## src/sv/pll_pkg.sv

```systemverilog
// ----------------------------------------------------------------------------
// pll_pkg
// Shared types and constants for the polyline path length block: controller
// states and the command and status groups between controller and datapath.
// ----------------------------------------------------------------------------
package pll_pkg;

   // Width of the running path total, FRAC_BITS fraction bits included.
   localparam int TOTAL_BITS = 48;

   typedef enum logic [2:0] {
      ST_IDLE,
      ST_SQUARE,
      ST_SUM,
      ST_ROOT,
      ST_FINISH
   } state_type;

   typedef struct packed {
      logic load;       // capture the request point and form the differences
      logic square;     // square both differences
      logic sum;        // add the squares and prime the square root
      logic root_step;  // one radix-2 square root iteration
      logic finish;     // update the total and present the result
   } cmd_type;

   typedef struct packed {
      logic path_start; // the offered point begins a new path
      logic out_free;   // the result register can take a value this cycle
   } status_type;

endpackage

```

## src/sv/pll_ctrl.sv

```systemverilog
// ----------------------------------------------------------------------------
// pll_ctrl
// Sequencer for the path length datapath: accepts a point, steps through
// squaring, summing and the bit-serial square root, then hands over the result.
// ----------------------------------------------------------------------------
module pll_ctrl #(
   parameter int ROOT_STEPS = 25
) (
   input  logic                clock,
   input  logic                reset,
   input  logic                req_valid,
   output logic                req_stall,
   input  pll_pkg::status_type status,
   output pll_pkg::cmd_type    cmd
);

   localparam int CntW = $clog2(ROOT_STEPS);

   pll_pkg::state_type state_ff, state_in;
   logic [CntW-1:0]    cnt_ff, cnt_in;

   always_ff @(posedge clock) begin
      if (reset) begin
         state_ff <= pll_pkg::ST_IDLE;
         cnt_ff   <= '0;
      end else begin
         state_ff <= state_in;
         cnt_ff   <= cnt_in;
      end
   end

   always_comb begin
      state_in  = state_ff;
      cnt_in    = cnt_ff;
      cmd       = '0;
      req_stall = 1'b1;
      unique case (state_ff)
         pll_pkg::ST_IDLE: begin
            req_stall = 1'b0;
            if (req_valid) begin
               cmd.load = 1'b1;
               // A new path needs no arithmetic: its segment is zero.
               if (status.path_start) begin
                  state_in = pll_pkg::ST_FINISH;
               end else begin
                  state_in = pll_pkg::ST_SQUARE;
               end
            end
         end
         pll_pkg::ST_SQUARE: begin
            cmd.square = 1'b1;
            state_in   = pll_pkg::ST_SUM;
         end
         pll_pkg::ST_SUM: begin
            cmd.sum  = 1'b1;
            cnt_in   = CntW'(ROOT_STEPS - 1);
            state_in = pll_pkg::ST_ROOT;
         end
         pll_pkg::ST_ROOT: begin
            cmd.root_step = 1'b1;
            if (cnt_ff == '0) begin
               state_in = pll_pkg::ST_FINISH;
            end else begin
               cnt_in = cnt_ff - 1'b1;
            end
         end
         pll_pkg::ST_FINISH: begin
            cmd.finish = 1'b1;
            if (status.out_free) begin
               state_in = pll_pkg::ST_IDLE;
            end
         end
         default: begin
            state_in = pll_pkg::ST_IDLE;
         end
      endcase
   end

endmodule

```

## src/sv/pll_datapath.sv

```systemverilog
// ----------------------------------------------------------------------------
// pll_datapath
// Coordinate differences, squaring, radix-2 restoring square root and the
// saturating path total, with the registered result stage.
// ----------------------------------------------------------------------------
module pll_datapath #(
   parameter int COORD_BITS = 16,
   parameter int FRAC_BITS  = 8
) (
   input  logic                            clock,
   input  logic                            reset,
   input  pll_pkg::cmd_type                cmd,
   output pll_pkg::status_type             status,
   input  logic signed [COORD_BITS-1:0]    req_point_x,
   input  logic signed [COORD_BITS-1:0]    req_point_y,
   input  logic                            req_restart,
   output logic                            rsp_valid,
   input  logic                            rsp_stall,
   output logic [COORD_BITS+FRAC_BITS:0]   rsp_segment_length,
   output logic [pll_pkg::TOTAL_BITS-1:0]  rsp_total_length
);

   localparam int SegW  = COORD_BITS + FRAC_BITS + 1;
   localparam int SqW   = 2 * COORD_BITS;
   localparam int SumW  = 2 * COORD_BITS + 1;
   localparam int RadW  = 2 * SegW;
   localparam int RemW  = SegW + 2;
   localparam int TotW  = pll_pkg::TOTAL_BITS;

   logic signed [COORD_BITS-1:0] prev_x_ff, prev_y_ff;
   logic                         have_prev_ff;
   logic                         start_ff;
   logic [COORD_BITS-1:0]        dx_ff, dy_ff;
   logic [SqW-1:0]               sx_ff, sy_ff;
   logic [RadW-1:0]              rad_ff;
   logic [RemW-1:0]              rem_ff;
   logic [SegW-1:0]              root_ff;
   logic [TotW-1:0]              total_ff;
   logic                         rsp_valid_ff;
   logic [SegW-1:0]              rsp_seg_ff;
   logic [TotW-1:0]              rsp_total_ff;

   logic signed [COORD_BITS:0]   diff_x, diff_y;
   logic [COORD_BITS-1:0]        mag_x, mag_y;
   logic [SumW-1:0]              sq_sum;
   logic [RemW-1:0]              rem_shift, trial;
   logic                         fits;
   logic [TotW:0]                total_sum;
   logic [TotW-1:0]              total_in;
   logic                         path_start;
   logic                         out_free;
   logic                         out_load;

   assign diff_x = {req_point_x[COORD_BITS-1], req_point_x}
                 - {prev_x_ff[COORD_BITS-1], prev_x_ff};
   assign diff_y = {req_point_y[COORD_BITS-1], req_point_y}
                 - {prev_y_ff[COORD_BITS-1], prev_y_ff};
   // A magnitude never exceeds 2^COORD_BITS - 1, so the sign bit can go.
   assign mag_x  = COORD_BITS'(diff_x[COORD_BITS] ? -diff_x : diff_x);
   assign mag_y  = COORD_BITS'(diff_y[COORD_BITS] ? -diff_y : diff_y);

   assign sq_sum = SumW'(sx_ff) + SumW'(sy_ff);

   // Bring down the next two radicand bits and try the next root bit.
   assign rem_shift = {rem_ff[RemW-3:0], rad_ff[RadW-1 -: 2]};
   assign trial     = {root_ff, 2'b01};
   assign fits      = rem_shift >= trial;

   assign total_sum = {1'b0, total_ff} + (TotW + 1)'(root_ff);
   always_comb begin
      if (start_ff) begin
         total_in = '0;
      end else if (total_sum[TotW]) begin
         total_in = '1;
      end else begin
         total_in = total_sum[TotW-1:0];
      end
   end

   assign path_start = req_restart || !have_prev_ff;
   assign out_free   = !rsp_valid_ff || !rsp_stall;
   assign out_load   = cmd.finish && out_free;

   assign status.path_start = path_start;
   assign status.out_free   = out_free;

   always_ff @(posedge clock) begin
      if (reset) begin
         have_prev_ff <= 1'b0;
         prev_x_ff    <= '0;
         prev_y_ff    <= '0;
         total_ff     <= '0;
         rsp_valid_ff <= 1'b0;
      end else begin
         if (cmd.load) begin
            have_prev_ff <= 1'b1;
            prev_x_ff    <= req_point_x;
            prev_y_ff    <= req_point_y;
         end
         if (out_load) begin
            total_ff     <= total_in;
            rsp_valid_ff <= 1'b1;
         end else if (!rsp_stall) begin
            rsp_valid_ff <= 1'b0;
         end
      end
   end

   always_ff @(posedge clock) begin
      if (cmd.load) begin
         start_ff <= path_start;
         dx_ff    <= mag_x;
         dy_ff    <= mag_y;
         rem_ff   <= '0;
         root_ff  <= '0;
      end
      if (cmd.square) begin
         sx_ff <= SqW'(dx_ff) * SqW'(dx_ff);
         sy_ff <= SqW'(dy_ff) * SqW'(dy_ff);
      end
      if (cmd.sum) begin
         rad_ff <= RadW'(sq_sum) << (2 * FRAC_BITS);
      end
      if (cmd.root_step) begin
         rad_ff <= rad_ff << 2;
         if (fits) begin
            rem_ff  <= rem_shift - trial;
            root_ff <= {root_ff[SegW-2:0], 1'b1};
         end else begin
            rem_ff  <= rem_shift;
            root_ff <= {root_ff[SegW-2:0], 1'b0};
         end
      end
      if (out_load) begin
         rsp_seg_ff   <= root_ff;
         rsp_total_ff <= total_in;
      end
   end

   assign rsp_valid          = rsp_valid_ff;
   assign rsp_segment_length = rsp_seg_ff;
   assign rsp_total_length   = rsp_total_ff;

endmodule

```

## src/sv/polyline_path_length.sv

```systemverilog
// ----------------------------------------------------------------------------
// polyline_path_length
// Euclidean length of a stream of points, per segment and as a running total.
// ----------------------------------------------------------------------------
// Points arrive on the req_ channel (x, y and a restart flag); each accepted
// point yields exactly one transfer on the rsp_ channel carrying the segment
// length from the previous point and the path total so far, both unsigned
// with FRAC_BITS fraction bits. The first point after reset, or a point with
// restart set, opens a new path: its segment length and total are zero.
// The total saturates at its maximum until the next new path.
// A segment passes from acceptance to the result register through a squaring
// step, a summing step and the bit-serial square root, which resolves one
// root bit per cycle, and then a step that updates the total; a new path goes
// straight to that final step. The block works on one point at a time and
// accepts the next one in the cycle after its result has been loaded into
// the output register, even if that result is still waiting. A stalled
// result holds; the block then waits in its final step until the register
// is free. Reset empties the result register and forgets the previous point.
// ----------------------------------------------------------------------------
module polyline_path_length #(
   parameter int COORD_BITS = 16,
   parameter int FRAC_BITS  = 8
) (
   input  logic                            clock,
   input  logic                            reset,
   input  logic                            req_valid,
   output logic                            req_stall,
   input  logic signed [COORD_BITS-1:0]    req_point_x,
   input  logic signed [COORD_BITS-1:0]    req_point_y,
   input  logic                            req_restart,
   output logic                            rsp_valid,
   input  logic                            rsp_stall,
   output logic [COORD_BITS+FRAC_BITS:0]   rsp_segment_length,
   output logic [pll_pkg::TOTAL_BITS-1:0]  rsp_total_length
);

   pll_pkg::cmd_type    cmd;
   pll_pkg::status_type status;

   pll_ctrl #(
      .ROOT_STEPS (COORD_BITS + FRAC_BITS + 1)
   ) u_ctrl (
      .clock     (clock),
      .reset     (reset),
      .req_valid (req_valid),
      .req_stall (req_stall),
      .status    (status),
      .cmd       (cmd)
   );

   pll_datapath #(
      .COORD_BITS (COORD_BITS),
      .FRAC_BITS  (FRAC_BITS)
   ) u_datapath (
      .clock              (clock),
      .reset              (reset),
      .cmd                (cmd),
      .status             (status),
      .req_point_x        (req_point_x),
      .req_point_y        (req_point_y),
      .req_restart        (req_restart),
      .rsp_valid          (rsp_valid),
      .rsp_stall          (rsp_stall),
      .rsp_segment_length (rsp_segment_length),
      .rsp_total_length   (rsp_total_length)
   );

endmodule
```

## config.mk

```make
export PLATFORM = sky130hd
export DESIGN_NAME = polyline_path_length
export DESIGN_NICKNAME = d
export VERILOG_FILES = /design/src/sv/pll_pkg.sv /design/src/sv/pll_ctrl.sv /design/src/sv/pll_datapath.sv /design/src/sv/polyline_path_length.sv
export SDC_FILE = /design/constraint.sdc
export NUM_CORES = 2
export LEC_CHECK = 0
export BUFFER_PORTS_ARGS = -buffer_cell sky130_fd_sc_hd__clkbuf_2
export CELL_PAD_IN_SITES_DETAIL_PLACEMENT = 2
export CELL_PAD_IN_SITES_GLOBAL_PLACEMENT = 2
export CORE_MARGIN = 2
export CORE_UTILIZATION = 45
export CTS_BUF_LIST = sky130_fd_sc_hd__clkbuf_16
export DETAILED_ROUTE_END_ITERATION = 10
export PLACE_DENSITY = 0.95
export SYNTH_ARGS = -nofsm -noshare
export SYNTH_HDL_FRONTEND = slang
export SYNTH_SLANG_ARGS = --single-unit
```

## constraint.sdc

```tcl
create_clock -name clock -period 18.3 [get_ports clock]
set_clock_uncertainty 0.05 [all_clocks]
set_input_delay 3.66 -clock clock [delete_from_list [all_inputs] [get_ports clock]]
set_output_delay 3.66 -clock clock [all_outputs]
set_load 0.01 [all_outputs]
```

== Word-level counts from Yosys, hierarchy flattened ==
Cells that the tools add are included.
Storage, ports and cells
  bits in latches: 0
  bits in registers: 344
  bits in writable memories: 0
  memories: 0
  bits in read-only memories: 0
  output and inout port bits: 75
  bits of input ports: 37
  logic and storage cells: 79
Operators by class
  div/mod/pow operators: 0
  reduce and logical (&&, ||, !) cells: 13
  shift-type cells: 0
  magnitude comparators: 1
  bitwise operators: 0
  eq/ne operators: 9
  multiply operators: 2
  muxes and demuxes: 28
  add/sub/neg operators: 8
Operators with widths (number)
  25-bit two-way mux: 5
  50-bit two-way mux: 2
  48-bit two-way mux: 2
  16-bit by 16-bit multiplier with 32-bit output: 2
  48-bit by 25-bit adder with 49-bit output: 1
  16-bit by 16-bit subtractor with 17-bit output: 2
  32-bit by 32-bit adder with 33-bit output: 1
  16-bit two-way mux: 2
  16-bit negation: 2
  27-bit >= comparator: 1
  25-bit subtractor: 1
  3-bit one-hot mux with 5 select lines: 1
  3-bit two-way mux: 4
  1-bit two-way mux: 10
  5-bit one-hot mux with 2 select lines: 1
  3-bit by 2-bit equality test with 1-bit output, second input constant: 2
  2-bit by 1-bit inequality test with 1-bit output, second input constant: 3
  2-bit nonzero test: 3
  5-bit logical NOT: 1
  5-bit two-way mux: 1
  5-bit by 1-bit subtractor with 5-bit output, second input constant: 1
  2-bit inequality test, second input constant: 2
  3-bit by 1-bit equality test with 1-bit output, second input constant: 1
  3-bit equality test, second input constant: 1
  other kinds (6): 9

== Longest topological paths before layout ==
  word-level depth: 5
  depth in mapped cells: 27
  mapped depth without buffers: 26

== Cells and area by module ==
Synthesis repeated with hierarchy kept, for this count alone.
Second synthesis, totals
  cell total of the unflattened synthesis: 3524
  area total of the unflattened synthesis: 33598.5 µm²
By module, submodules not included
  pll_datapath: area an instance 33133.0 µm², seq. area each 9208.8 µm², cells an instance 3470, times used 1
  pll_ctrl: area an instance 465.4 µm², seq. area each 160.2 µm², cells an instance 54, times used 1

== Worst setup path after synthesis ==
OpenSTA, ideal clock, no wires.
  path kind: input-to-reg
  start point: input port rsp_stall
  end point: register u_datapath.rsp_seg_ff[0], in the netlist u_datapath.rsp_segment_length[0] (enable)
  buffers on the path: 1
  path slack: 11.479 ns
  library setup time: 0.465 ns
  stages on the path: 4
  data required time: 17.785 ns
  arrival time: 6.305 ns
  path through: nand2_1 -> nand3_1 -> inv_2 -> buf_1
On the way
  cells in the longest elaborated chain, start to end: 3
Ends and longest elaborated chain
  from (decl): line polyline_path_length.sv:32  | input logic rsp_stall,
  1-bit logical NOT: line pll_datapath.sv:81  | assign out_free = !rsp_valid_ff || !rsp_stall;
  1-bit logical OR: line pll_datapath.sv:81
  1-bit logical AND: line pll_datapath.sv:82  | assign out_load = cmd.finish && out_free;
  via u_datapath.out_load: line pll_datapath.sv:52  | logic out_load;
  to (signal assigned): line pll_datapath.sv:135  | rsp_seg_ff <= root_ff;
  to (decl): line pll_datapath.sv:40  | logic [SegW-1:0] rsp_seg_ff;
The timed path passes the listed nets, and every way through them passes these cells.
A chain may end at the register's enable or synchronous reset.

== Worst setup path in the final report ==
  start point: register u_datapath.dy_ff[12]
  end point: register u_datapath.sy_ff[31] (data pin)
On the way
  cells in the longest elaborated chain, start to end: 1
Ends and longest elaborated chain
  from (decl): line pll_datapath.sv:33  | logic [COORD_BITS-1:0] dx_ff, dy_ff;
  from (signal assigned): line pll_datapath.sv:113  | dy_ff <= mag_y;
  16-bit by 16-bit multiplier with 32-bit output: line pll_datapath.sv:119  | sy_ff <= SqW'(dy_ff) * SqW'(dy_ff);
  to (signal assigned): line pll_datapath.sv:119
  to (decl): line pll_datapath.sv:34  | logic [SqW-1:0] sx_ff, sy_ff;
No other way between the ends.

==> run summary <==
vias in the first global route: 33200
DR DRC count: 0
CTS Buf Count: 41
CP max FO: 13
Cells after Synth: 3454
Routed WL per cell: 31.1 um
Syn Nets: 4142
reg2reg start: u_datapath.dy_ff[12]
synthesis-to-finish area growth: 8.85%
CTS tree: done
Distinct cells, synth: 78
register area share after synthesis: 28.6%
vias per std cell: 6.19
final number of hold-violating endpoints: 0
Worst R2R Path Depth: 21
initial antenna violation count: 2
Tot GR Track Use: 37.7%
Worst-path clk slew: 0.07 ns
Synth area leaders: edfxtp_1 23%, fa_1 20%, ha_1 12%
min-delay src: u_datapath.prev_x_ff[5]
Max Cap Violations: 0
Congestion Overflow GR: 0
port bufs: 111
final setup fails: 0
dpl ws: 10.58 ns
RR Endpoint: u_datapath.sy_ff[31]
# nets final: 4205
antenna viol nets, final: 0
reg2reg setup slack: 9.87 ns
Netlist Area Pre-Place: 0.0328 mm2
Min-Delay Path Depth: 2
vias: 27900
final wirelength: 140 mm
Root Buffer: clkbuf_16
io pins: 112
main flop type after synthesis: edfxtp_1
CP Capture Type: flop
worst skew pair latency: 0.61 ns
Post-synth EDFFs: 252
Worst Path Required: 18.60 ns
Sink Count: 342
Syn Area/Cell: 9.48 um2
area leader, netlist: edfxtp_1
Max Fclk: 0.119 GHz
hold crit path type: flop to flop
first-pass GRT wire length: 212 mm
Yosys Warn Count: 0
Post-CTS Setup Inserts: 0
Initial DRC Count: 2009
Starting Density: 45.7%
H-tree levels: 2
num rows: 98
Post-CTS Resized: 0
Max Root-Sink Buffers: 3
cts hold-fix bufs: 0
Yosys top cell area share: 23.1%
WS Path Type: flop to flop
worst setup margin: 9.87 ns
Slew headroom: 15.2%
Period Utilization, post-route: 46.1%
Pre-Repair DR Iteration Count: 5
minimum clock period: 8.43 ns
layout cells sized above 1: 6.93%
Final Instance Area: 0.0357 mm2
Final HPWL DP: 90.0 mm
DIE AREA: 0.0750 mm2
die extent in x: 274 um
placed inst area: 0.0343 mm2
fraction of registers with async set/reset: 0%
Final Max Tran Viols: 0
largest net degree at the start of global routing: 87
crit path DAT: 8.73 ns
FF+latch count, synth: 342
startpoint types: flop
n_diodes: 0
Slew @ Worst Pin: 1.27 ns
GPL Wtd Cong: 0.873
Min-Delay Endpoint: u_datapath.prev_x_ff[5]
unrepaired setup endpoints after global routing: no
# fillers: 7468
status: finished, final reports clean
Die Y: 274 um
setup_tns: 0 ns
CORE AREA: 0.0717 mm2
per-layer routing:
| layer | vias up | global-route usage, % | share of wire, % |
|---|---|---|---|
| li1 | 11500 | - | - |
| met3 | 705 | 5.89 | 4.8 |
| met5 | - | 0 | 0.0093 |
| met4 | 2 | 29.2 | 8.8 |
| met2 | 1307 | 69.3 | 52 |
| met1 | 14300 | 38.0 | 34 |
critical path, stage by stage, from the launching register on:
cell       delay [ns]
edfxtp_1         0.86
inv_1            0.39
nor2_1           0.42
ha_1             0.35
xor2_1           0.29
fa_1             0.56
inv_1            0.14
fa_1             0.47
fa_1             0.55
fa_1             0.36
inv_1            0.25
fa_1             0.72
inv_1            0.10
ha_1             0.26
a2111oi_0        0.68
a21oi_1          0.28
a211oi_1         0.33
o21ai_0          0.19
a21oi_1          0.39
o21ai_0          0.18
a21oi_1          0.24
xnor2_1          0.10
worst max path at each step:
stage	depth (start not counted)	slack (ns)	endpoint	start
2_1_floorplan	4	11.48	u_datapath.rsp_segment_length[0]	rsp_stall
3_3_place_gp	16	11.10	u_datapath.dy_ff[15]	req_point_y[0]
3_5_place_dp	25	10.58	u_datapath.sy_ff[31]	u_datapath.dy_ff[9]
4_1_cts	23	10.15	u_datapath.sy_ff[30]	u_datapath.dy_ff[6]
5_1_grt	21	9.45	u_datapath.sy_ff[31]	u_datapath.dy_ff[12]
6_report	21	9.87	u_datapath.sy_ff[31]	u_datapath.dy_ff[12]
stage by stage:
step / util [%] / instances / hold slack, ns
6_report: 49.7 / 4499 / 0.407
2_1_floorplan: - / 3454 / 0.386
4_1_cts: 49.7 / 4499 / 0.410
3_3_place_gp: 47.8 / 4424 / 0.393
3_5_place_dp: 47.8 / 4424 / 0.401
5_1_grt: 49.7 / 4499 / 0.429
layout make-up:
type,instances,area [um2],area share [%]
clock buffers,42,1050,2.95
inverters,613,2300,6.46
flip-flops and latches,342,9370,26.3
repair buffers,131,706,1.98
clock inverters,33,348,0.976
well taps,950,1190,3.33
multi-input cells,2388,20700,58.0
registers in the layout, indices dropped and copies added (netlist names), 16 cells and up:
signal	flops
u_datapath.dy_ff	16
u_datapath.rem_ff	25
u_datapath.total_ff	48
u_datapath.rsp_segment_length	25
u_datapath.rad_ff	34
u_datapath.prev_y_ff	16
u_datapath.rsp_total_length	48
u_datapath.sx_ff	31
u_datapath.prev_x_ff	16
u_datapath.sy_ff	31
u_datapath.dx_ff	16
u_datapath.root_ff	25
Yosys cell counts (all sizes together) (24+ instances only):
cell / count
inv: 611
nand2: 350
fa: 331
ha: 320
edfxtp: 252
a21oi: 236
nor2: 197
xnor2: 128
and2: 111
clkbuf: 102
dfxtp: 90
o21ai: 87
xor2: 73
a21o: 67
nand3: 63
nor3: 49
o21bai: 31
o31ai: 30
nor2b: 29
a31oi: 27
and3: 25
nand2b: 25
o21a: 24
cells by family (layout without fill, tap and decap cells):
group	count (synthesis)	count (layout)	share of synthesized area (%)
AND/OR/NAND/NOR	922	922	13.2
buffers and inverters	724	819	8.32
adder cells (fa/ha/maj)	651	651	32.5
AO/OA/AOI/OAI	606	606	11.8
flip-flops	342	342	28.6
XOR/XNOR	201	201	5.37
multiplexers	8	8	0.256
layout by cell type, fill, tap and decap left out, types with 9 or more instances in the layout:
cell type,n
inv_1,615
nand2_1,348
fa_1,331
ha_1,320
edfxtp_1,252
a21oi_1,233
nor2_1,197
xnor2_1,128
clkbuf_2,110
and2_1,109
dfxtp_1,90
xor2_1,73
o21ai_0,71
a21o_1,67
nand3_1,62
nor3_1,48
clkbuf_16,42
o21bai_1,31
o31ai_1,30
nor2b_1,28
a31oi_1,27
and3_1,25
nand2b_1,25
o21a_1,24
nand4_1,21
buf_4,20
or2_2,17
o21ai_1,15
a311oi_1,13
a211oi_1,10
clkinv_1,10
a41oi_1,9
Power is left out: the tool's default activity adds up to more than one toggle a clock period on the data nets, which glitch-free logic cannot reach.
